**config.mk**
```make
export PLATFORM = sky130hd
export DESIGN_NAME = sector_cache_clock_directory
export DESIGN_NICKNAME = d
export VERILOG_FILES = /design/src/hdl/scd_pkg.sv /design/src/hdl/scd_ram.sv /design/src/hdl/scd_outq.sv /design/src/hdl/sector_cache_clock_directory.sv
export SDC_FILE = /design/constraint.sdc
export NUM_CORES = 2
export LEC_CHECK = 0
export BUFFER_PORTS_ARGS = -buffer_cell sky130_fd_sc_hd__buf_2
export CORE_UTILIZATION = 60
export DETAILED_ROUTE_END_ITERATION = 7
export PLACE_DENSITY = 0.73
export RECOVER_POWER = 50
export SLEW_MARGIN = 15
export SYNTH_ARGS = -nofsm -noshare
export SYNTH_HDL_FRONTEND = slang
export SYNTH_SLANG_ARGS = --single-unit
```
**constraint.sdc**
```tcl
create_clock -name clk -period 10.56 [get_ports clk]
set_clock_uncertainty 0.1 [all_clocks]
set_input_delay 1.584 -clock clk [delete_from_list [all_inputs] [get_ports clk]]
set_output_delay 1.584 -clock clk [all_outputs]
set_load 0.05 [all_outputs]
```
**src/hdl/scd_pkg.sv**
```systemverilog
`default_nettype none
package scd_pkg;

  localparam int unsigned MAX_RES = 64;
  localparam int unsigned CNT_W   = 7;

  typedef enum logic [1:0] {
    OP_READ  = 2'd0,
    OP_WRITE = 2'd1,
    OP_FLUSH = 2'd2,
    OP_NONE  = 2'd3
  } op_t;

  typedef enum logic [1:0] {
    KIND_DONE = 2'd0,
    KIND_FILL = 2'd1,
    KIND_WB   = 2'd2
  } kind_t;

  typedef enum logic {
    REG_DEV_SECTORS = 1'b0,
    REG_PREFETCH_EN = 1'b1
  } reg_idx_t;

  typedef enum logic [4:0] {
    S_IDLE, S_LOOK, S_SWEEP, S_SWCHK, S_WBRD, S_WB, S_ALLOC, S_PFCHK, S_MRD,
    S_FILL, S_PFILL, S_DONE, S_FIN, S_FL_CHK, S_FL_RD, S_FL_EM, S_FL_END
  } state_t;

  // Per-slot state kept in the slot-state memory.
  typedef struct packed {
    logic       dirty;
    logic       loaded;
    logic [1:0] uses;
  } meta_t;

  typedef struct packed {
    kind_t       kind;
    logic [31:0] out_sector;
    logic [5:0]  slot;
    logic        hit;
  } res_t;

  // Requests from the sequencer to the output stage.
  typedef struct packed {
    logic emit;
    logic fin;
    res_t res;
  } oq_ctl_t;

endpackage
`default_nettype wire

```
**src/hdl/scd_ram.sv**
```systemverilog
`default_nettype none
module scd_ram #(
  parameter int unsigned WIDTH = 32,
  parameter int unsigned DEPTH = 64
) (
  input  wire logic                     clk,
  input  wire logic                     we,
  input  wire logic [$clog2(DEPTH)-1:0] addr,
  input  wire logic [WIDTH-1:0]         wdata,
  output logic      [WIDTH-1:0]         rdata
);

  logic [WIDTH-1:0] mem [DEPTH];

  always_ff @(posedge clk) begin
    if (we) begin
      mem[addr] <= wdata;
    end
    rdata <= mem[addr];
  end

endmodule
`default_nettype wire

```
**src/hdl/scd_outq.sv**
```systemverilog
`default_nettype none
module scd_outq import scd_pkg::*; (
  input  wire logic    clk,
  input  wire logic    rst,
  input  wire oq_ctl_t ctl,
  output logic         go,
  output logic         pend_v,
  output logic         m_tvalid,
  input  wire logic    m_tready,
  output logic [39:0]  m_tdata,  // out_sector, slot
  output logic [2:0]   m_tuser,  // kind, hit
  output logic         m_tlast
);

  res_t pend;
  res_t outr;
  logic out_free;
  logic load;

  // A result waits in the holding register until the next one shows
  // whether it was the last of its transaction.
  assign out_free = !m_tvalid || m_tready;
  assign go = ctl.fin ? out_free : (!pend_v || out_free);
  assign load = (ctl.fin && out_free) || (ctl.emit && go && pend_v);

  always_ff @(posedge clk) begin
    if (rst) begin
      pend_v   <= 1'b0;
      m_tvalid <= 1'b0;
      m_tlast  <= 1'b0;
    end else begin
      if (load) begin
        outr     <= pend;
        m_tvalid <= 1'b1;
        m_tlast  <= ctl.fin;
      end else if (m_tready) begin
        m_tvalid <= 1'b0;
      end
      if (ctl.fin && out_free) begin
        pend_v <= 1'b0;
      end else if (ctl.emit && go) begin
        pend   <= ctl.res;
        pend_v <= 1'b1;
      end
    end
  end

  assign m_tdata = {2'b00, outr.slot, outr.out_sector};
  assign m_tuser = {outr.hit, outr.kind};

endmodule
`default_nettype wire

```
**src/hdl/sector_cache_clock_directory.sv**
```systemverilog
// Sector cache directory with clock replacement.
// Requests enter on the s_ channel: s_tdata carries the sector, s_tuser
// the operation (read, write, flush, none), the inode flag and the partial
// flag. Each request but none answers with one or more results on the m_
// channel: write backs of evicted slots, fills, and a final completion,
// with m_tlast set on the last result of the request. A flush answers one
// write back per dirty slot, or a single completion when nothing is dirty.
// Only one request is in progress at a time; s_tready is high when the
// sequencer is idle. A lookup walks the tag memory one slot per cycle and
// is repeated for the next sector with read-ahead; with no free slot, a
// clock sweep examines each slot up to four times. A flush visits every
// slot and reads each valid one. Results pass through a holding register
// and an output register, so a stalled receiver simply holds the sequencer
// until room frees up. Configuration writes on the cfg_ channel are always
// accepted. Reset clears the valid flags, the clock hand, the state and the
// device size and turns read-ahead on; the tag and slot-state memories are
// not cleared, as they are only read for valid slots.
`default_nettype none
module sector_cache_clock_directory import scd_pkg::*; #(
  parameter int unsigned SLOTS = 64
) (
  input  wire logic        clk,
  input  wire logic        rst,
  input  wire logic        s_tvalid,
  output logic             s_tready,
  input  wire logic [31:0] s_tdata,   // sector
  input  wire logic [3:0]  s_tuser,   // operation, is_inode, partial
  output logic             m_tvalid,
  input  wire logic        m_tready,
  output logic [39:0]      m_tdata,   // out_sector, slot
  output logic [2:0]       m_tuser,   // kind, hit
  output logic             m_tlast,
  input  wire logic        cfg_valid,
  output logic             cfg_ready,
  input  wire logic [1:0]  cfg_index,
  input  wire logic [31:0] cfg_data
);

  localparam int unsigned IW = $clog2(SLOTS);
  localparam int unsigned CW = $clog2(SLOTS + 1);

  state_t state, state_next;
  op_t op;
  logic [31:0] sec, key, dev;
  logic inode, part, pe, phase, hit_r, pv_f, freef, chk_v;
  logic [CW-1:0] idx;
  logic [IW-1:0] chk_idx, free_idx, s_idx, p_idx, victim, hand, hand_inc;
  logic [CNT_W-1:0] cnt;
  logic [SLOTS-1:0] valid;

  logic ram_we;
  logic [IW-1:0] ram_addr;
  logic [31:0] ram_q;
  logic meta_we;
  logic [IW-1:0] meta_addr;
  meta_t meta_wd, meta_q;
  oq_ctl_t ctl;
  logic go, pend_v;
  logic found_now, look_end, issue, skip, need_fill, pf_ok, fl_end;
  logic fill_dirty;
  logic [1:0] fill_use;
  logic [IW-1:0] idx_lo;

  assign idx_lo    = idx[IW-1:0];
  assign hand_inc  = (hand == IW'(SLOTS - 1)) ? '0 : hand + IW'(1);
  assign found_now = chk_v && valid[chk_idx] && (ram_q == key);
  assign look_end  = (idx == CW'(SLOTS)) && !chk_v;
  assign issue     = (state == S_LOOK) && (idx != CW'(SLOTS)) && !found_now;
  assign skip      = (phase && hand == s_idx) || !valid[hand];
  assign need_fill = !meta_q.loaded && (op == OP_READ || part);
  assign pf_ok     = pe && (({1'b0, sec} + 33'd1) < {1'b0, dev});
  assign fl_end    = (idx == CW'(SLOTS)) || (cnt == CNT_W'(MAX_RES));
  assign cfg_ready = 1'b1;

  // A write that makes a clean slot dirty gives it one extra clock pass.
  assign fill_dirty = meta_q.dirty || (op == OP_WRITE);
  assign fill_use   = (op == OP_WRITE && !meta_q.dirty) ? (inode ? 2'd3 : 2'd2)
                                                         : (inode ? 2'd2 : 2'd1);

  scd_ram #(.WIDTH(32), .DEPTH(SLOTS)) u_tags (
    .clk(clk), .we(ram_we), .addr(ram_addr), .wdata(key), .rdata(ram_q)
  );

  scd_ram #(.WIDTH($bits(meta_t)), .DEPTH(SLOTS)) u_meta (
    .clk(clk), .we(meta_we), .addr(meta_addr), .wdata(meta_wd), .rdata(meta_q)
  );

  scd_outq u_outq (
    .clk(clk), .rst(rst), .ctl(ctl), .go(go), .pend_v(pend_v),
    .m_tvalid(m_tvalid), .m_tready(m_tready), .m_tdata(m_tdata),
    .m_tuser(m_tuser), .m_tlast(m_tlast)
  );

  always_comb begin
    state_next = state;
    unique case (state)
      S_IDLE: begin
        if (s_tvalid) begin
          priority case (op_t'(s_tuser[1:0]))
            OP_NONE:  state_next = S_IDLE;
            OP_FLUSH: state_next = S_FL_CHK;
            default:  state_next = S_LOOK;
          endcase
        end
      end
      S_LOOK: begin
        if (found_now) begin
          state_next = phase ? S_MRD : S_PFCHK;
        end else if (look_end) begin
          state_next = freef ? S_ALLOC : S_SWEEP;
        end
      end
      S_SWEEP: if (!skip) state_next = S_SWCHK;
      S_SWCHK: begin
        if (meta_q.uses == 2'd0) begin
          state_next = meta_q.dirty ? S_WBRD : S_ALLOC;
        end else begin
          state_next = S_SWEEP;
        end
      end
      S_WBRD:  state_next = S_WB;
      S_WB:    if (go) state_next = S_ALLOC;
      S_ALLOC: state_next = phase ? S_MRD : S_PFCHK;
      S_PFCHK: state_next = pf_ok ? S_LOOK : S_MRD;
      S_MRD:   state_next = S_FILL;
      S_FILL:  if (!need_fill || go) state_next = S_PFILL;
      S_PFILL: if (!pv_f || go) state_next = S_DONE;
      S_DONE:  if (go) state_next = S_FIN;
      S_FIN:   if (go) state_next = S_IDLE;
      S_FL_CHK: begin
        if (fl_end) begin
          state_next = S_FL_END;
        end else if (valid[idx_lo]) begin
          state_next = S_FL_RD;
        end
      end
      S_FL_RD: state_next = S_FL_EM;
      S_FL_EM: if (!meta_q.dirty || go) state_next = S_FL_CHK;
      S_FL_END: begin
        if (cnt != '0 || go) state_next = S_FIN;
      end
      default: state_next = S_IDLE;
    endcase
  end

  always_comb begin
    s_tready  = (state == S_IDLE);
    ram_we    = 1'b0;
    ram_addr  = '0;
    meta_we   = 1'b0;
    meta_addr = '0;
    meta_wd   = '0;
    ctl       = '0;
    unique case (state)
      S_LOOK:  ram_addr = idx_lo;
      S_SWEEP: meta_addr = hand;
      S_SWCHK: begin
        meta_addr = hand;
        meta_we   = (meta_q.uses != 2'd0);
        meta_wd   = '{meta_q.dirty, meta_q.loaded, meta_q.uses - 2'd1};
      end
      S_WBRD: ram_addr = victim;
      S_WB: begin
        ram_addr = victim;
        ctl.emit = 1'b1;
        ctl.res  = '{KIND_WB, ram_q, 6'(victim), 1'b0};
      end
      S_ALLOC: begin
        ram_addr  = victim;
        ram_we    = 1'b1;
        meta_addr = victim;
        meta_we   = 1'b1;
      end
      S_MRD: meta_addr = s_idx;
      S_FILL: begin
        meta_addr = s_idx;
        meta_we   = !need_fill || go;
        meta_wd   = '{fill_dirty, 1'b1, fill_use};
        ctl.emit  = need_fill;
        ctl.res   = '{KIND_FILL, sec, 6'(s_idx), 1'b0};
      end
      S_PFILL: begin
        meta_addr = p_idx;
        meta_we   = pv_f && go;
        meta_wd   = '{1'b0, 1'b1, 2'd0};
        ctl.emit  = pv_f;
        ctl.res   = '{KIND_FILL, key, 6'(p_idx), 1'b0};
      end
      S_DONE: begin
        ctl.emit = 1'b1;
        ctl.res  = '{KIND_DONE, sec, 6'(s_idx), hit_r};
      end
      S_FIN: ctl.fin = 1'b1;
      S_FL_RD: begin
        ram_addr  = idx_lo;
        meta_addr = idx_lo;
      end
      S_FL_EM: begin
        ram_addr  = idx_lo;
        meta_addr = idx_lo;
        meta_we   = meta_q.dirty && go;
        meta_wd   = '{1'b0, meta_q.loaded, meta_q.uses};
        ctl.emit  = meta_q.dirty;
        ctl.res   = '{KIND_WB, ram_q, 6'(idx_lo), 1'b0};
      end
      S_FL_END: begin
        ctl.emit = (cnt == '0);
        ctl.res  = '{KIND_DONE, 32'd0, 6'd0, 1'b0};
      end
      default: ;
    endcase
  end

  always_ff @(posedge clk) begin
    if (rst) begin
      state <= S_IDLE;
      valid <= '0;
      hand  <= '0;
      dev   <= 32'd0;
      pe    <= 1'b1;
      chk_v <= 1'b0;
    end else begin
      state   <= state_next;
      chk_v   <= issue;
      chk_idx <= idx_lo;
      if (cfg_valid) begin
        if (cfg_index == {1'b0, REG_DEV_SECTORS}) dev <= cfg_data;
        if (cfg_index == {1'b0, REG_PREFETCH_EN}) pe <= cfg_data[0];
      end
      unique case (state)
        S_IDLE: begin
          op    <= op_t'(s_tuser[1:0]);
          sec   <= s_tdata;
          key   <= s_tdata;
          inode <= s_tuser[2];
          part  <= s_tuser[3];
          phase <= 1'b0;
          idx   <= '0;
          freef <= 1'b0;
          pv_f  <= 1'b0;
          hit_r <= 1'b0;
          cnt   <= '0;
        end
        S_LOOK: begin
          if (issue) idx <= idx + CW'(1);
          if (chk_v && !valid[chk_idx] && !freef) begin
            freef    <= 1'b1;
            free_idx <= chk_idx;
          end
          if (found_now) begin
            if (!phase) begin
              s_idx <= chk_idx;
              hit_r <= 1'b1;
            end
          end else if (look_end) begin
            victim <= free_idx;
          end
        end
        S_SWEEP: begin
          if (skip) hand <= hand_inc;
        end
        S_SWCHK: begin
          hand <= hand_inc;
          if (meta_q.uses == 2'd0) victim <= hand;
        end
        S_ALLOC: begin
          valid[victim] <= 1'b1;
          if (phase) begin
            p_idx <= victim;
            pv_f  <= 1'b1;
          end else begin
            s_idx <= victim;
          end
        end
        S_PFCHK: begin
          if (pf_ok) begin
            key   <= sec + 32'd1;
            phase <= 1'b1;
            idx   <= '0;
            freef <= 1'b0;
          end
        end
        S_FL_CHK: begin
          if (!fl_end && !valid[idx_lo]) idx <= idx + CW'(1);
        end
        S_FL_EM: begin
          if (!meta_q.dirty || go) begin
            idx <= idx + CW'(1);
            if (meta_q.dirty) cnt <= cnt + CNT_W'(1);
          end
        end
        default: ;
      endcase
    end
  end

  a_pin_kept: assert property (@(posedge clk) disable iff (rst)
    (state == S_ALLOC && phase) |-> (victim != s_idx))
    else $error("prefetch allocation took the pinned slot");

  a_fin_has_pend: assert property (@(posedge clk) disable iff (rst)
    (state == S_FIN) |-> pend_v)
    else $error("final result requested with nothing held");

  a_fill_valid: assert property (@(posedge clk) disable iff (rst)
    (state == S_FILL) |-> valid[s_idx])
    else $error("request slot not valid at fill");

  a_sweep_full: assert property (@(posedge clk) disable iff (rst)
    (state == S_SWEEP) |-> !freef)
    else $error("clock sweep started while a free slot exists");

endmodule
`default_nettype wire
```
==> metrics.md <==
| Metric | Value |
|---|---|
| Final setup violation count | `0` |
| Reg2Reg Depth | `10` |
| RR Startpoint | `idx[0]$_SDFFCE_PN0P_` |
| Status | `finished, violations left` |
| Residual DRC | `9` |
| CP peak stage delay | `1380 ps` |
| Yosys top cell by area | `edfxtp_1` |
| Comb pwr share | `0.230` |
| R2R Setup Slk | `3860 ps` |
| Tmin final | `approximately 6700 ps` |
| Worst Hold Path Cells | `0` |
| Synth top area share | `0.742` |
| Clock latency on the worst-skew pair | `approximately 940 ps` |
| Vias per inst | `7.28` |
| Setup ws final | `just under 4000 ps` |
| VDD IR max | `between 0.3 and 0.4 mV` |
| Synth Register Bits | `2,650` |
| Final hold viol count | `0` |
| Gp weighted congestion | `around 0.9` |
| Initial Util | `0.605` |
| Crit path max-delay cell type | `clkbuf_1` |
| Max_cap viols | `45` |
| Die Height | `413 um` |
| H-Tree Level Count | `5` |
| DP Wirelength | `171,000 um` |
| Synth Instances | `6,116` |
| Share of layout cells above drive strength 1 | `0.122` |
| Crit-path cells | `clkbuf_1 > inv_1 > a211oi_4 > nor2_4 > buf_4 > nor3_4 > buf_4 > nand2_1 > nor2_4 > buf_4` |
| Worst Path Required | `11,080 ps` |
| Fill count | `10,800` |
| Ports | `122` |
| Most common cell on crit path | `buf_4` |
| CTS Buf Count | `276` |
| CP Launch Point | `idx[0]$_SDFFCE_PN0P_` |
| Global-route wire length before repair | `between 400,000 and 500,000 um` |
| Top_reg_cell synth | `edfxtp_1` |
| Worst slew pin tran | `a little under 4000 ps` |
| Syn Area/Cell | `16.6 um2` |
| Clock power share | `0.325` |
| Clk pin slew, worst setup/hold paths | `60 ps` |
| Final Cycle Share | `0.635` |
| Initial antenna violation count | `12` |
| Hold_buf cts | `0` |
| RSZ-0062 raised after global routing | `no` |
| Hold Path Class | `flop to flop` |
| Switch share | `0.318` |
| Synth top area cells | `edfxtp_1 (74%), a22oi_1 (4.6%), dfxtp_1 (2.9%)` |
| Root Buffer | `clkbuf_16` |
| Power, Total | `28,900 uW` |
| WL per Instance | `between 30 and 40 um` |
| Chip Width | `413 um` |
| Fin Setup TNS | `0 ps` |
| Post-CTS sizing | `0` |
| # rows | `150` |
| Max FO, Critical Path | `47` |
| Internal power | `19,700 uW` |
| Crit. End Element | `flop` |
| Switch Pwr | `9210 uW` |
| Worst reg2reg path endpoint | `u_tags.mem[11][5]$_DFFE_PP_` |
| Post-CTS Setup Repair Bufs | `0` |
| Clk buf depth | `4` |
| Clk sinks | `~2,700` |
| Drt first pass iters | `8` |
| WS Path Type | `flop to flop` |
| Relative slew slack | `-1.57` |
| Synth warn | `0` |
| Place WS | `4620 ps` |
| Clock tree from TritonCTS | `done` |
| Routed Antenna Nets | `0` |
| Die area | `170,000 um2` |
| GRT Util Overall | `0.352` |
| Synth Cell Area | `101,000 um2` |
| P&R area growth vs syn | `12.2%` |
| DRT Wirelength | `303,000 um` |
| Congestion Overflow GR | `0` |
| Vias in the first global route | `60,400` |
| Distinct cell type count after synthesis | `96` |
| Largest net degree at the start of global routing | `133` |
| Final Max Tran Viols | `2,659` |
| I/O Buffers | `around 120` |
| Leakage | `roughly 0.035 uW` |
| Routed via count | `63,400` |
| Number of synthesized flops with an enable pin | `2,502` |
| Critical path arrival | `7220 ps` |
| CP Launch Type | `flop` |
| Share of synthesized registers carrying an async set or reset | `0` |
| Layout net count | `6,421` |
| Critical Path End | `u_tags.mem[11][5]$_DFFE_PP_` |
| DRT iter0 DRCs | `10,600` |
| Power density over cell area | `255 nW/um2` |
| Core Box Area | `167,000 um2` |
| Failing checks | `DRC, capacitance limit, slew limit` |
| Sequential fraction of the synthesis area | `0.771` |
| Highest Clock Rate | `149 MHz` |
| Reg power frac | `0.445` |
[cell usage after synthesis (24+ instances only)]
master / count
buf_1: 33
a22o_1: 139
a31oi_1: 119
o22ai_1: 24
buf_2: 142
a222oi_1: 33
nor4_1: 62
inv_1: 99
o21ai_0: 63
nand2_1: 299
nand4_1: 71
a21oi_1: 179
nor2_1: 281
and3_1: 27
buf_4: 51
edfxtp_1: 2502
a32o_1: 92
ha_1: 39
a221oi_1: 202
mux4_2: 47
mux2i_1: 35
a22oi_1: 624
a31o_2: 28
xor2_1: 38
a41oi_1: 72
dfxtp_1: 148
clkbuf_1: 181
nor3_1: 39
xnor2_1: 40
nand3_1: 137
[how the worst min path moves through the flow]
stage / start / to / slack (ps)
finish: u_outq.pend[39]$_DFFE_PP_ / u_outq.m_tuser[0]$_DFFE_PP_ / 310
global route: u_outq.pend[40]$_DFFE_PP_ / u_outq.m_tuser[1]$_DFFE_PP_ / 300
CTS: u_outq.pend[39]$_DFFE_PP_ / u_outq.m_tuser[0]$_DFFE_PP_ / 290
detailed placement: u_outq.pend[31]$_DFFE_PP_ / u_outq.m_tdata[24]$_DFFE_PP_ / 300
global placement: u_outq.pend[7]$_DFFE_PP_ / u_outq.m_tdata[0]$_DFFE_PP_ / 300
floorplan: u_outq.pend[7]$_DFFE_PP_ / u_outq.m_tdata[0]$_DFFE_PP_ / 300
[cell usage in the layout, fill, tap and decap left out, types with 22 or more instances in the layout]
cell,synthesis,routed
clkbuf_16,0,285
nand2_1,299,294
mux2i_1,35,35
dfxtp_1,148,148
nor2_4,0,66
buf_2,142,42
clkbuf_1,181,182
a21oi_1,179,177
and3_1,27,27
nand4_1,71,71
a31o_2,28,28
clkinv_2,0,43
clkinv_1,0,44
buf_4,51,130
a22oi_1,624,624
edfxtp_1,2502,2502
ha_1,39,39
mux4_2,47,47
nor4_1,62,60
inv_1,99,101
nor3_1,39,27
xor2_1,38,38
a22o_1,139,139
xnor2_1,40,40
a222oi_1,33,33
o21ai_0,63,63
nand3_1,137,131
a32o_1,92,92
a41oi_1,72,72
a31oi_1,119,119
mux2_2,22,22
nor2_1,281,215
a221oi_1,202,201
o22ai_1,24,23
[through the flow]
step / cell area [um2] / instances / utilization / hold slack (ps)
finish: 114000 / 8708 / 0.679 / 305
global route: 114000 / 8707 / 0.679 / 305
CTS: 114000 / 8705 / 0.681 / 294
detailed placement: 105000 / 8232 / 0.629 / 305
global placement: 105000 / 8225 / 0.628 / 302
floorplan: 101000 / 6117 / - / 300
[cells by family (layout without fill, tap and decap cells)]
family,Yosys count,count (layout),synth area share
other cells,2,5,0.0000741
simple gates,1029,1029,0.0492
buf+inv,509,894,0.0226
flops,2650,2650,0.771
xor+xnor,78,78,0.00674
compound gates,1705,1705,0.129
mux,104,104,0.0164
fa+ha+maj,39,39,0.00482
[state kept, by name, indices dropped and copies added (netlist names), 5 cells and up]
register,count
u_meta.mem,256
dev,32
u_outq.pend,41
cnt,7
u_outq.m_tdata,38
key,32
free_idx,6
p_idx,6
u_tags.rdata,32
valid,64
u_tags.mem,2048
chk_idx,6
sec,32
victim,6
hand,6
idx,7
s_idx,6
state,5
[critical path: cells and delay by family (launching register included)]
family	cells	cell delay [ps]
AND/OR/NAND/NOR	4	2010
AO/OA/AOI/OAI	1	700
buffers and inverters	5	3150
flip-flops	1	390
[power by group through the flow]
stage | combinational (uW) | sequential, uW | clock [uW]
final | 6650 | 12900 | 9420
after global routing | 6860 | 12900 | 9830
after CTS | 6450 | 12700 | 9430
after detailed placement | 6420 | 13000 | 0
after global placement | 6300 | 12900 | 0
after floorplan | 3430 | 13000 | 0
[metal layers]
| layer | vias up | routed length, um | global-route usage |
|---|---|---|---|
| li1 | 25600 | - | - |
| met1 | 31600 | 108000 | 0.490 |
| met2 | 5367 | 136000 | 0.529 |
| met3 | 789 | 45300 | 0.0985 |
| met4 | 16 | 13700 | 0.142 |
| met5 | - | 114 | 0 |
[layout make-up]
cell class                      instances  area (um2)  share of cell area
Inverter                              101         379             0.00334
Antenna cell                            2        5.00           0.0000440
Clock buffer                          353        7500              0.0660
Timing Repair Buffer                  320        2130              0.0187
Multi-Input combinational cell       2958       21700               0.191
Clock inverter                        120        1110             0.00976
Sequential cell                      2650       78100               0.687
Tap cell                             2204        2760              0.0243
Note: power is estimated with default switching activity, not from simulation.
